`src/design/utf8v_pkg.sv`:
```
// Package for the UTF-8 stream validator: decoder state type and constants.
// No dependencies; imported by utf8v_step and utf8_stream_validator_top.
`default_nettype none

package utf8v_pkg;

  localparam int unsigned AccumW = 21;

  localparam logic [AccumW-1:0] MinClass1  = 21'h000080;
  localparam logic [AccumW-1:0] MinClass2  = 21'h000800;
  localparam logic [AccumW-1:0] MinClass3  = 21'h010000;
  localparam logic [AccumW-1:0] MaxCodePt  = 21'h10FFFF;
  localparam logic [AccumW-1:0] SurrLow    = 21'h00D800;
  localparam logic [AccumW-1:0] SurrHigh   = 21'h00DFFF;

  localparam logic [1:0] ClassTwoByte   = 2'd1;
  localparam logic [1:0] ClassThreeByte = 2'd2;
  localparam logic [1:0] ClassFourByte  = 2'd3;

  typedef struct packed {
    logic [1:0]        pending;
    logic [AccumW-1:0] accum;
    logic [1:0]        seq_class;
    logic              err;
  } state_t;

  localparam state_t StateClear = '0;

endpackage

`default_nettype wire

```
`src/design/utf8v_step.sv`:
```
// Combinational per-byte UTF-8 decode step: next decoder state and verdict.
// Depends on utf8v_pkg.
`default_nettype none

module utf8v_step
  import utf8v_pkg::*;
(
  input  state_t     cur_i,
  input  logic [7:0] byte_i,
  input  logic       last_i,
  output state_t     nxt_o,
  output logic       verdict_o
);

  state_t            upd;
  logic [AccumW-1:0] cp;
  logic [AccumW-1:0] min_cp;
  logic [1:0]        pend_dec;

  always_comb begin
    upd      = cur_i;
    cp       = {cur_i.accum[AccumW-7:0], byte_i[5:0]};
    pend_dec = cur_i.pending - 2'd1;
    unique case (cur_i.seq_class)
      ClassTwoByte:   min_cp = MinClass1;
      ClassThreeByte: min_cp = MinClass2;
      default:        min_cp = MinClass3;
    endcase

    if (!cur_i.err) begin
      if (cur_i.pending != 2'd0) begin
        if (byte_i[7:6] != 2'b10) begin
          upd.err = 1'b1;
        end else begin
          upd.accum   = cp;
          upd.pending = pend_dec;
          if (pend_dec == 2'd0) begin
            if (cp < min_cp || cp > MaxCodePt || (cp >= SurrLow && cp <= SurrHigh)) begin
              upd.err = 1'b1;
            end
          end
        end
      end else if (byte_i == 8'h00) begin
        upd.err = 1'b1;
      end else if (byte_i[7] == 1'b0) begin
        upd = cur_i;
      end else if (byte_i[7:5] == 3'b110) begin
        upd.pending   = 2'd1;
        upd.seq_class = ClassTwoByte;
        upd.accum     = {{(AccumW-5){1'b0}}, byte_i[4:0]};
      end else if (byte_i[7:4] == 4'b1110) begin
        upd.pending   = 2'd2;
        upd.seq_class = ClassThreeByte;
        upd.accum     = {{(AccumW-4){1'b0}}, byte_i[3:0]};
      end else if (byte_i[7:3] == 5'b11110) begin
        upd.pending   = 2'd3;
        upd.seq_class = ClassFourByte;
        upd.accum     = {{(AccumW-3){1'b0}}, byte_i[2:0]};
      end else begin
        upd.err = 1'b1;
      end
    end

    verdict_o = !upd.err && (upd.pending == 2'd0);
    nxt_o     = last_i ? StateClear : upd;
  end

endmodule

`default_nettype wire

```
`src/design/utf8_stream_validator_top.sv`:
```
// Strict UTF-8 stream validator: one byte per cycle, verdict on the last byte.
// The last byte passes from the input register through the decode step; its verdict is registered on the master side.
// Throughput: one byte per cycle; a last byte waits in the input register while a verdict is held.
// Reset: async active low; clears decoder state and both valid flags.
// Depends on utf8v_pkg and utf8v_step.
`default_nettype none

module utf8_stream_validator_top
  import utf8v_pkg::*;
(
  input  logic       clk_i,
  input  logic       rst_ni,
  input  logic       s_axis_tvalid_i,
  output logic       s_axis_tready_o,
  input  logic [7:0] s_axis_tdata_i,   // [7:0] text_byte
  input  logic       s_axis_tlast_i,   // last_byte
  output logic       m_axis_tvalid_o,
  input  logic       m_axis_tready_i,
  output logic [7:0] m_axis_tdata_o    // [0] buffer_valid, [7:1] zero
);

  logic       in_vld_q, in_vld_d;
  logic [7:0] in_byte_q;
  logic       in_last_q;
  logic       out_vld_q, out_vld_d;
  logic       out_bit_q;
  state_t     st_q, st_d;
  state_t     st_nxt;
  logic       verdict;
  logic       advance;
  logic       take_in;

  utf8v_step u_step (
    .cur_i     (st_q),
    .byte_i    (in_byte_q),
    .last_i    (in_last_q),
    .nxt_o     (st_nxt),
    .verdict_o (verdict)
  );

  assign advance         = in_vld_q && (!in_last_q || !out_vld_q || m_axis_tready_i);
  assign s_axis_tready_o = !in_vld_q || advance;
  assign take_in         = s_axis_tvalid_i && s_axis_tready_o;

  always_comb begin
    in_vld_d  = take_in ? 1'b1 : (advance ? 1'b0 : in_vld_q);
    st_d      = advance ? st_nxt : st_q;
    out_vld_d = out_vld_q && !m_axis_tready_i;
    if (advance && in_last_q) begin
      out_vld_d = 1'b1;
    end
  end

  always_ff @(posedge clk_i or negedge rst_ni) begin
    if (!rst_ni) begin
      in_vld_q  <= 1'b0;
      out_vld_q <= 1'b0;
      st_q      <= StateClear;
    end else begin
      in_vld_q  <= in_vld_d;
      out_vld_q <= out_vld_d;
      st_q      <= st_d;
    end
  end

  always_ff @(posedge clk_i) begin
    if (take_in) begin
      in_byte_q <= s_axis_tdata_i;
      in_last_q <= s_axis_tlast_i;
    end
    if (advance && in_last_q) begin
      out_bit_q <= verdict;
    end
  end

  assign m_axis_tvalid_o = out_vld_q;
  assign m_axis_tdata_o  = {7'b0, out_bit_q};

endmodule

`default_nettype wire
```
`config.mk`:
```
export PLATFORM = sky130hd
export DESIGN_NAME = utf8_stream_validator_top
export DESIGN_NICKNAME = d
export VERILOG_FILES = /design/src/design/utf8v_pkg.sv /design/src/design/utf8v_step.sv /design/src/design/utf8_stream_validator_top.sv
export SDC_FILE = /design/constraint.sdc
export NUM_CORES = 1
export LEC_CHECK = 0
export ABC_AREA = 1
export BUFFER_PORTS_ARGS = -buffer_cell sky130_fd_sc_hd__buf_4
export CORE_MARGIN = 2
export CORE_UTILIZATION = 40
export DETAILED_ROUTE_END_ITERATION = 12
export GPL_ROUTABILITY_DRIVEN = 0
export PLACE_DENSITY = 0.69
export SYNTH_ARGS = -nofsm -noshare
export SYNTH_HDL_FRONTEND = slang
export SYNTH_HIERARCHICAL = 1
export SYNTH_SLANG_ARGS = --single-unit
```
`constraint.sdc`:
```
create_clock -name clk_i -period 4.4 [get_ports clk_i]
set_input_delay 0.22 -clock clk_i [delete_from_list [all_inputs] [get_ports clk_i]]
set_output_delay 0.22 -clock clk_i [all_outputs]
set_load 0.02 [all_outputs]
```
== Yosys cells after proc, flatten, opt, wreduce, memory -nomap -nowiden ==
Cells that the tools add are included.

* Bits of input ports: 13
* Output and inout port bits: 10
* Logic and storage cells: 74
* Flip-flop bits (word level): 32

* Order comparisons: 4
* Multiplexer cells: 22
* $add $sub $neg: 1
* Reduce and logical (&&, ||, !) cells: 27
* Equality and inequality tests: 11

{| class="wikitable"
|+ Operator list
! kind !! number
|-
| $mux W25 || 4
|-
| $mux W26 || 3
|-
| $mux W23 || 2
|-
| $pmux W17 S2 || 1
|-
| $ge A21 B16 Y1 const B || 1
|-
| $gt A21 B21 Y1 const B || 1
|-
| $le A21 B16 Y1 const B || 1
|-
| $lt A21 B17 Y1 || 1
|-
| $reduce_and A6 Y1 || 2
|-
| $mux W1 || 11
|-
| $logic_not A8 Y1 || 1
|-
| $ne A2 B2 Y1 const B || 4
|-
| $logic_and A1 B1 Y1 || 6
|-
| $reduce_bool A2 Y1 || 3
|-
| $eq A5 B5 Y1 const B || 1
|-
| $logic_not A1 Y1 || 5
|-
| $logic_or A1 B1 Y1 || 5
|-
| $reduce_bool A5 Y1 || 1
|-
| $eq A4 B4 Y1 const B || 1
|-
| $logic_not A2 Y1 || 2
|-
| $reduce_bool A4 Y1 || 1
|-
| $eq A3 B3 Y1 const B || 1
|-
| $ne A3 B2 Y1 const B || 1
|-
| $ne A3 B3 Y1 const B || 1
|-
| other kinds (5) || 5
|}

== Depth between registers and ports, before layout ==
Gate-level depths: netlist (run 1).

* Word-level depth: 12
* Depth in mapped cells: 17
* Mapped depth without buffers: 17

== Hierarchy ==
The synthesis (run 1) kept the hierarchy.

{| class="wikitable"
|+ Modules (own cells, without submodules)
! module !! times used !! cells an instance !! area each (sq um)
|-
| utf8_stream_validator_top || 1 || 143 || 1506.4
|-
| utf8v_step || 1 || 184 || 888.4
|}

== Worst setup path after synthesis (run 1) ==
Ideal clock, no wire load.

* Path type: register to register
* Start point: register st_q[1] (netlist name)
* End point: register st_q[0] (netlist name)
* Data arrival time: 1745 ps
* Path buffers: 0
* Setup time: 65 ps
* Clock period less this slack: 1810 ps
* Stages on the path, launching flop included: 16
* Path slack: 2590 ps
* Data required time: 4335 ps
* Cell sequence: dfrtp_1 > inv_1 > ha_1 > inv_1 > ha_1 > a21oi_1 > o21ai_0 > nor2_1 > nand2_1 > nand3_1 > nand2_1 > nand2_1 > nand2_1 > nor2_1 > nand3_1 > nand2_1

{| class="wikitable"
|+ RTL lines
! what !! line !! RTL
|-
| start: declaration || utf8_stream_validator_top.sv:27 || <nowiki>state_t st_q, st_d;</nowiki>
|-
| start signal: assignment || utf8_stream_validator_top.sv:58 || <nowiki>st_q <= StateClear;</nowiki>
|-
| start signal: assignment || utf8_stream_validator_top.sv:62 || <nowiki>st_q <= st_d;</nowiki>
|}

==> impl_results.md, run 1 <==
- Total congestion overflow: 0
- Chip width: 76.2 um
- Critical Path Start: st_q[1]$_DFFE_PN0P_
- Vias/cell: 5.00
- Ports: 23
- Port-buffer cells: 15
- Post-Synthesis Cells: 285
- Layout cell share with drive strength beyond 1: 0.116
- CTS tree: done
- RSZ-0062 raised after global routing: no
- Vias in the first global route: 1722
- Hold WC Path Type: primary input to flop
- LEAKAGE: 1.12 nW
- Fin nets: 312
- Syn-to-layout area delta: 8.27%
- Worst setup EP type: flop
- CP endpoint: st_q[0]$_DFFE_PN0P_
- R2R Setup Slk: 2.26 ns
- CTS sink count: 32
- Top Layer Used: met4
- Most frequent cells in the layout: 85 x nand2_1, 40 x nand3_1, 28 x nor2_1
- Pin count of the biggest net entering global routing: 24
- Synth Warn #: 6
- Final Hold Viols: 0
- Routed wire length: 4430 um
- CTS Root Cell: clkbuf_8
- Worst r2r dst: st_q[0]$_DFFE_PN0P_
- First-pass detailed-route iteration total: 4
- Worst reg2reg path startpoint: st_q[1]$_DFFE_PN0P_
- Filler Cell Count: 555
- Met2 WL post-DR: 2110 um
- Initial antenna violation count: 0
- Ant diodes: 0
- Post-DP HPWL: 3130 um
- Die Ht: 76.2 um
- CP Class: flop to flop
- Power Density: 353 nW/um^2
- Clock Pin Slew Worst Setup and Hold Paths: 0.07 ns
- DRC Markers: 0
- DR iter-0 viols: 115
- Core ar.: 5070 um^2
- Tmin final: 2.14 ns
- Final worst setup slack: 2.26 ns
- Worst-Margin Slew: 0.862 ns
- Post-CTS Repair Setup Buffers: 0
- CTS resizes: 0
- # setup viols final: 0
- Max Transition Viols Final: 0
- Crit path DAT: 2.36 ns
- Vias: 1821
- Tcrit/Tclk final: 0.487
- Total track usage: 0.164
- Avg Cell Area, Syn: 7.32 um^2
- Post-cts hold buffer count: 1
- Leading cell type in the layout, fill and taps excluded: nand2_1
- Met3 wire len: 242 um
- Crit start category: flop
- Final Skew: 0.00700 ns
- Floorplan row count: 26
- Max cap viols: 0
- Peak supply drop: 0.174 mV
- Status: finished clean
- Data required time at the worst endpoint: 4.62 ns
- First-pass GRT wire length: 7710 um
- Starting Density: 0.411
- Max-slew headroom: 0.425
- Fmax: 467 MHz
- ANT nets after route: 0
- CTS Buf Count: 5
- Die area: 5810 um^2
- Post-Route M1 WL: 2000 um
- WL/cell: 12.2 um
- DP Worst Slack: 2.29 ns
- Worst-skew pair later-pin latency: 0.29 ns
- Netlist Area Pre-Place: 2090 um^2
- Worst Reg-to-Reg Cells: 15
- CTS H-Tree Depth: 2
- Worst-path fanout max: 4
- Setup TNS: 0 ns
- Bufs on Longest Clock Path: 2
-- state kept, by name (all words and copies together), names as in the netlist --
signal           cells
in_byte_q            8
in_last_q            1
m_axis_tvalid_o      1
out_bit_q            1
st_q                20
in_vld_q             1
-- report_power, final --
part,switching [mW],internal [mW]
Combinational,0.133,0.0736
Clock,0.110,0.107
Sequential,0.0387,0.334
Total,0.282,0.515
-- worst min-delay path by stage --
| stage | startpoint | endpoint | slack, ns | depth (start not counted) |
|---|---|---|---|---|
| floorplan | rst_ni | in_vld_q$_DFFE_PN0P_ | -0.08 | 0 |
| global placement | rst_ni | m_axis_tvalid_o$_DFF_PN0_ | 0.13 | 1 |
| detailed placement | rst_ni | m_axis_tvalid_o$_DFF_PN0_ | 0.13 | 1 |
| CTS | s_axis_tdata_i[1] | in_byte_q[1]$_DFFE_PP_ | 0.1 | 1 |
| global route | s_axis_tdata_i[1] | in_byte_q[1]$_DFFE_PP_ | 0.09 | 1 |
| finish | s_axis_tdata_i[1] | in_byte_q[1]$_DFFE_PP_ | 0.11 | 1 |
-- layout make-up --
cell class | instances | area [um^2] | area share
sequential | 32 | 851 | 0.377
clock buffer | 5 | 68.8 | 0.0305
tap | 70 | 87.6 | 0.0388
clock inverter | 3 | 13.8 | 0.00609
inverter | 27 | 104 | 0.0460
multi-input combinational | 211 | 1010 | 0.448
timing repair buffer | 16 | 123 | 0.0543
-- critical path, stage by stage, from the launching register on --
cell     delay (ns)
dfrtp_1        0.41
inv_1          0.09
ha_1           0.29
inv_1          0.04
ha_1           0.30
a21oi_1        0.15
o21ai_0        0.09
nor2_1         0.09
nand2_1        0.06
nand3_1        0.09
nand2_1        0.06
nand2_1        0.08
nand2_1        0.06
nor2_1         0.09
nand3_1        0.08
nand2_1        0.11
-- per-layer routing --
metal,GRT usage,up-vias
met5,0,-
met4,0.0691,0
met3,0.0379,8
met2,0.278,56
met1,0.201,834
li1,-,923
-- per-stage QoR --
step	utilization	power, mW	hold WS (ns)	cell area, um^2	instances
after global routing	0.445	0.856	0.0927	2260	364
final	0.445	0.797	0.106	2260	364
after detailed placement	0.427	0.583	0.132	2170	355
after global placement	0.427	0.580	0.132	2170	355
after CTS	0.445	0.802	0.0984	2260	364
after floorplan	-	0.542	-0.0756	2110	291
Power figures use the tool's default switching activity.
==> run 2: changes to the inputs <==
==> constraint.sdc (replaced) <==
create_clock -name clk_i -period 2.1 [get_ports clk_i]
set_input_delay 0.105 -clock clk_i [delete_from_list [all_inputs] [get_ports clk_i]]
set_output_delay 0.105 -clock clk_i [all_outputs]
set_load 0.02 [all_outputs]
==> run 2 against run 1 <==
  * Die area did not move
  * Register-to-register slack got worse by 2.1 ns
  * First-iteration DRC count rose by 54%
  * Highest routed layer unchanged
  * Critical path depth fell by 5
  * Cell area rose by 9.0%
  * Wire length rose by 7.2%
  * Non-clock buffer count rose by 16
  * Via count rose by 4.0%
  * Count of clock-buffer cells in the layout rose by 1
==> impl_results.md, run 2 (synthesized netlist as in run 1, its figures left out) <==
- CP dominant cell by count: nand2_1
- PnR Total Power: 1.87 mW (+140%)
- Die Ht: 76.2 um (unchanged)
- Clock Pin Slew Worst Setup and Hold Paths: 0.07 ns (about the same)
- Psw: 0.622 mW (+120%)
- Ports: 23 (unchanged)
- Vias/cell: 4.98 (-0.42%)
- Worst setup EP type: flop
- Sw Ratio: 0.332 (-0.0218)
- CP Class: flop to flop
- First-pass GRT wire length: 8180 um (+6.1%)
- Logic pwr share: 0.279 (+0.020)
- Layout cell share with drive strength beyond 1: 0.155 (+0.0392)
- CTS Root Cell: clkbuf_8
- CTS H-Tree Depth: 2 (unchanged)
- Sequential power share: 0.408 (-0.060)
- Fin nets: 328 (+5.1%)
- Power Density: 761 nW/um^2 (+120%)
- Starting Density: 0.411 (unchanged)
- # setup viols final: 0 (unchanged)
- Fin cells: 380 (+4.4%)
- DRC Markers: 0 (unchanged)
- Core ar.: 5070 um^2 (unchanged)
- Reg with most FFs: st_q
- Multi-input logic area: 1050 um^2 (+3.6%)
- Cells along the critical path: inv_1 > ha_1 > inv_1 > nor3_1 > o21ai_0 > nand2_1 > nand2_1 > nand2_1 > nand3_1 > a21oi_1
- WP buf/inv: 2 (unchanged)
- LEAKAGE: 1.21 nW (+7.3%)
- Total congestion overflow: 0 (unchanged)
- Vias: 1893 (+4.0%)
- Final Hold Viols: 0 (unchanged)
- Worst-skew pair later-pin latency: 0.28 ns (about the same)
- Syn-to-layout area delta: 18.0%
- Tmin final: 1.94 ns (-0.200 ns)
- Data required time at the worst endpoint: 2.24 ns (-2.38 ns)
- Max Transition Viols Final: 0 (unchanged)
- Initial antenna violation count: 0 (unchanged)
- Pint: 1.25 mW (+140%)
- Die area: 5810 um^2 (unchanged)
- Ant diodes: 0 (unchanged)
- Chip width: 76.2 um (unchanged)
- Bufs on Longest Clock Path: 2 (unchanged)
- Post-DP HPWL: 3100 um (-0.73%)
- WL/cell: 12.5 um (+2.6%)
- Fmax: 515 MHz (+10%)
- Port-buffer cells: 15 (unchanged)
- Tcrit/Tclk final: 0.925 (+0.438)
- Filler Cell Count: 516 (-7.0%)
- Core Util, Final: 0.485 (+0.0402)
- Cells after DPL: 359 (+1.1%)
- Crit path DAT: 2.09 ns (-0.27 ns)
- Status: finished clean
- Most frequent cells in the layout: 84 x nand2_1, 39 x nand3_1, 28 x nor2_1
- Peak supply drop: 0.419 mV (+140%)
- Slowest cell on crit path: dfrtp_1
- Max FFs per register: 20 (unchanged)
- Max cap viols: 0 (unchanged)
- CTS tree: done
- Fin Hold WS: 0.0349 ns (-0.0707 ns)
- First-pass detailed-route iteration total: 4 (unchanged)
- DR iter-0 viols: 177 (+54%)
- Routed wire length: 4740 um (+7.2%)
- Total track usage: 0.170 (+0.00599)
- Hold WC Path Type: primary input to flop
- Worst-path fanout max: 8 (+4)
- Critical path's largest stage delay: 0.44 ns (+0.03 ns)
- CTS Buf Count: 5 (unchanged)
- Largest regs: st_q (20), in_byte_q (8)
- Crit path max-delay family: simple AND/OR/NAND/NOR gates
- ANT nets after route: 0 (unchanged)
- Clock share of power: 0.312 (+0.039)
- CTS sink count: 32 (unchanged)
- Register area: 851 um^2 (unchanged)
- Floorplan row count: 26 (unchanged)
- Vias in the first global route: 1851 (+7.5%)
- Final Skew: 0.00709 ns (+0.0000835 ns)
- Leading cell type in the layout, fill and taps excluded: nand2_1
- Pin count of the biggest net entering global routing: 23 (-4.2%)
- Crit start category: flop
==> run 2: final timing paths <==
check,startpoint,to,slack (ns),depth (start not counted)
min,s_axis_tvalid_i,in_vld_q$_DFFE_PN0P_,0.03,3
max in group asynchronous,rst_ni,st_q[16]$_DFFE_PN0P_,1.62,2
max,st_q[24]$_DFFE_PN0P_,out_bit_q$_DFFE_PP_,0.16,10
min in group asynchronous,rst_ni,m_axis_tvalid_o$_DFF_PN0_,0.24,2
max reg2reg,st_q[24]$_DFFE_PN0P_,out_bit_q$_DFFE_PP_,0.16,10
min reg2reg,st_q[3]$_DFFE_PN0P_,st_q[3]$_DFFE_PN0P_,0.52,2
==> run 2: worst reg2reg max path, cell delays in order (launching register included) <==
cell and delay, ns:
dfrtp_1 0.44, inv_1 0.08, ha_1 0.36, inv_1 0.13
nor3_1 0.26, o21ai_0 0.13, nand2_1 0.07, nand2_1 0.05
nand2_1 0.08, nand3_1 0.09, a21oi_1 0.12
==> run 2: per-layer routing <==
metal  wire [um]  track usage  part of all wire
met5           0            0                 0
met4          42       0.0491            0.0089
met3         216       0.0379             0.046
met2        2390        0.307              0.50
met1        2100        0.202              0.44
==> run 2: final cells by class <==
cell class,instances,area share
multi-input combinational,211,0.426
timing repair buffer,32,0.108
tap,70,0.0356
sequential,32,0.345
clock inverter,2,0.0142
inverter,27,0.0422
clock buffer,6,0.0295
==> run 2: power by group through the flow <==
stage / Clock, mW / Combinational [mW] / Sequential (mW)
CTS: 0.599 / 0.478 / 0.764
global placement: 0 / 0.455 / 0.775
global route: 0.623 / 0.591 / 0.773
detailed placement: 0 / 0.461 / 0.776
floorplan: 0 / 0.372 / 0.763
finish: 0.586 / 0.524 / 0.765
==> run 2: repair_timing <==
| action | in CTS | in global routing |
|---|---|---|
| endpoints found under the setup margin | 0 | 2 |
| resized for setup | 0 | 8 |
| buffers inserted | 0 | 3 |
| hold buffers | 10 | 0 |
| hold endpoints to repair | 31 | 0 |
==> run 2: per-stage QoR <==
stage / setup TNS (ns) / cell area (um^2) / worst slack (ns)
3_3_place_gp: 0 / 2200 / 0.177
3_5_place_dp: 0 / 2200 / 0.101
6_report: 0 / 2460 / 0.158
2_1_floorplan: 0 / 2110 / 0.291
4_1_cts: 0 / 2400 / 0.0825
5_1_grt: -0.00212 / 2460 / -0.00212
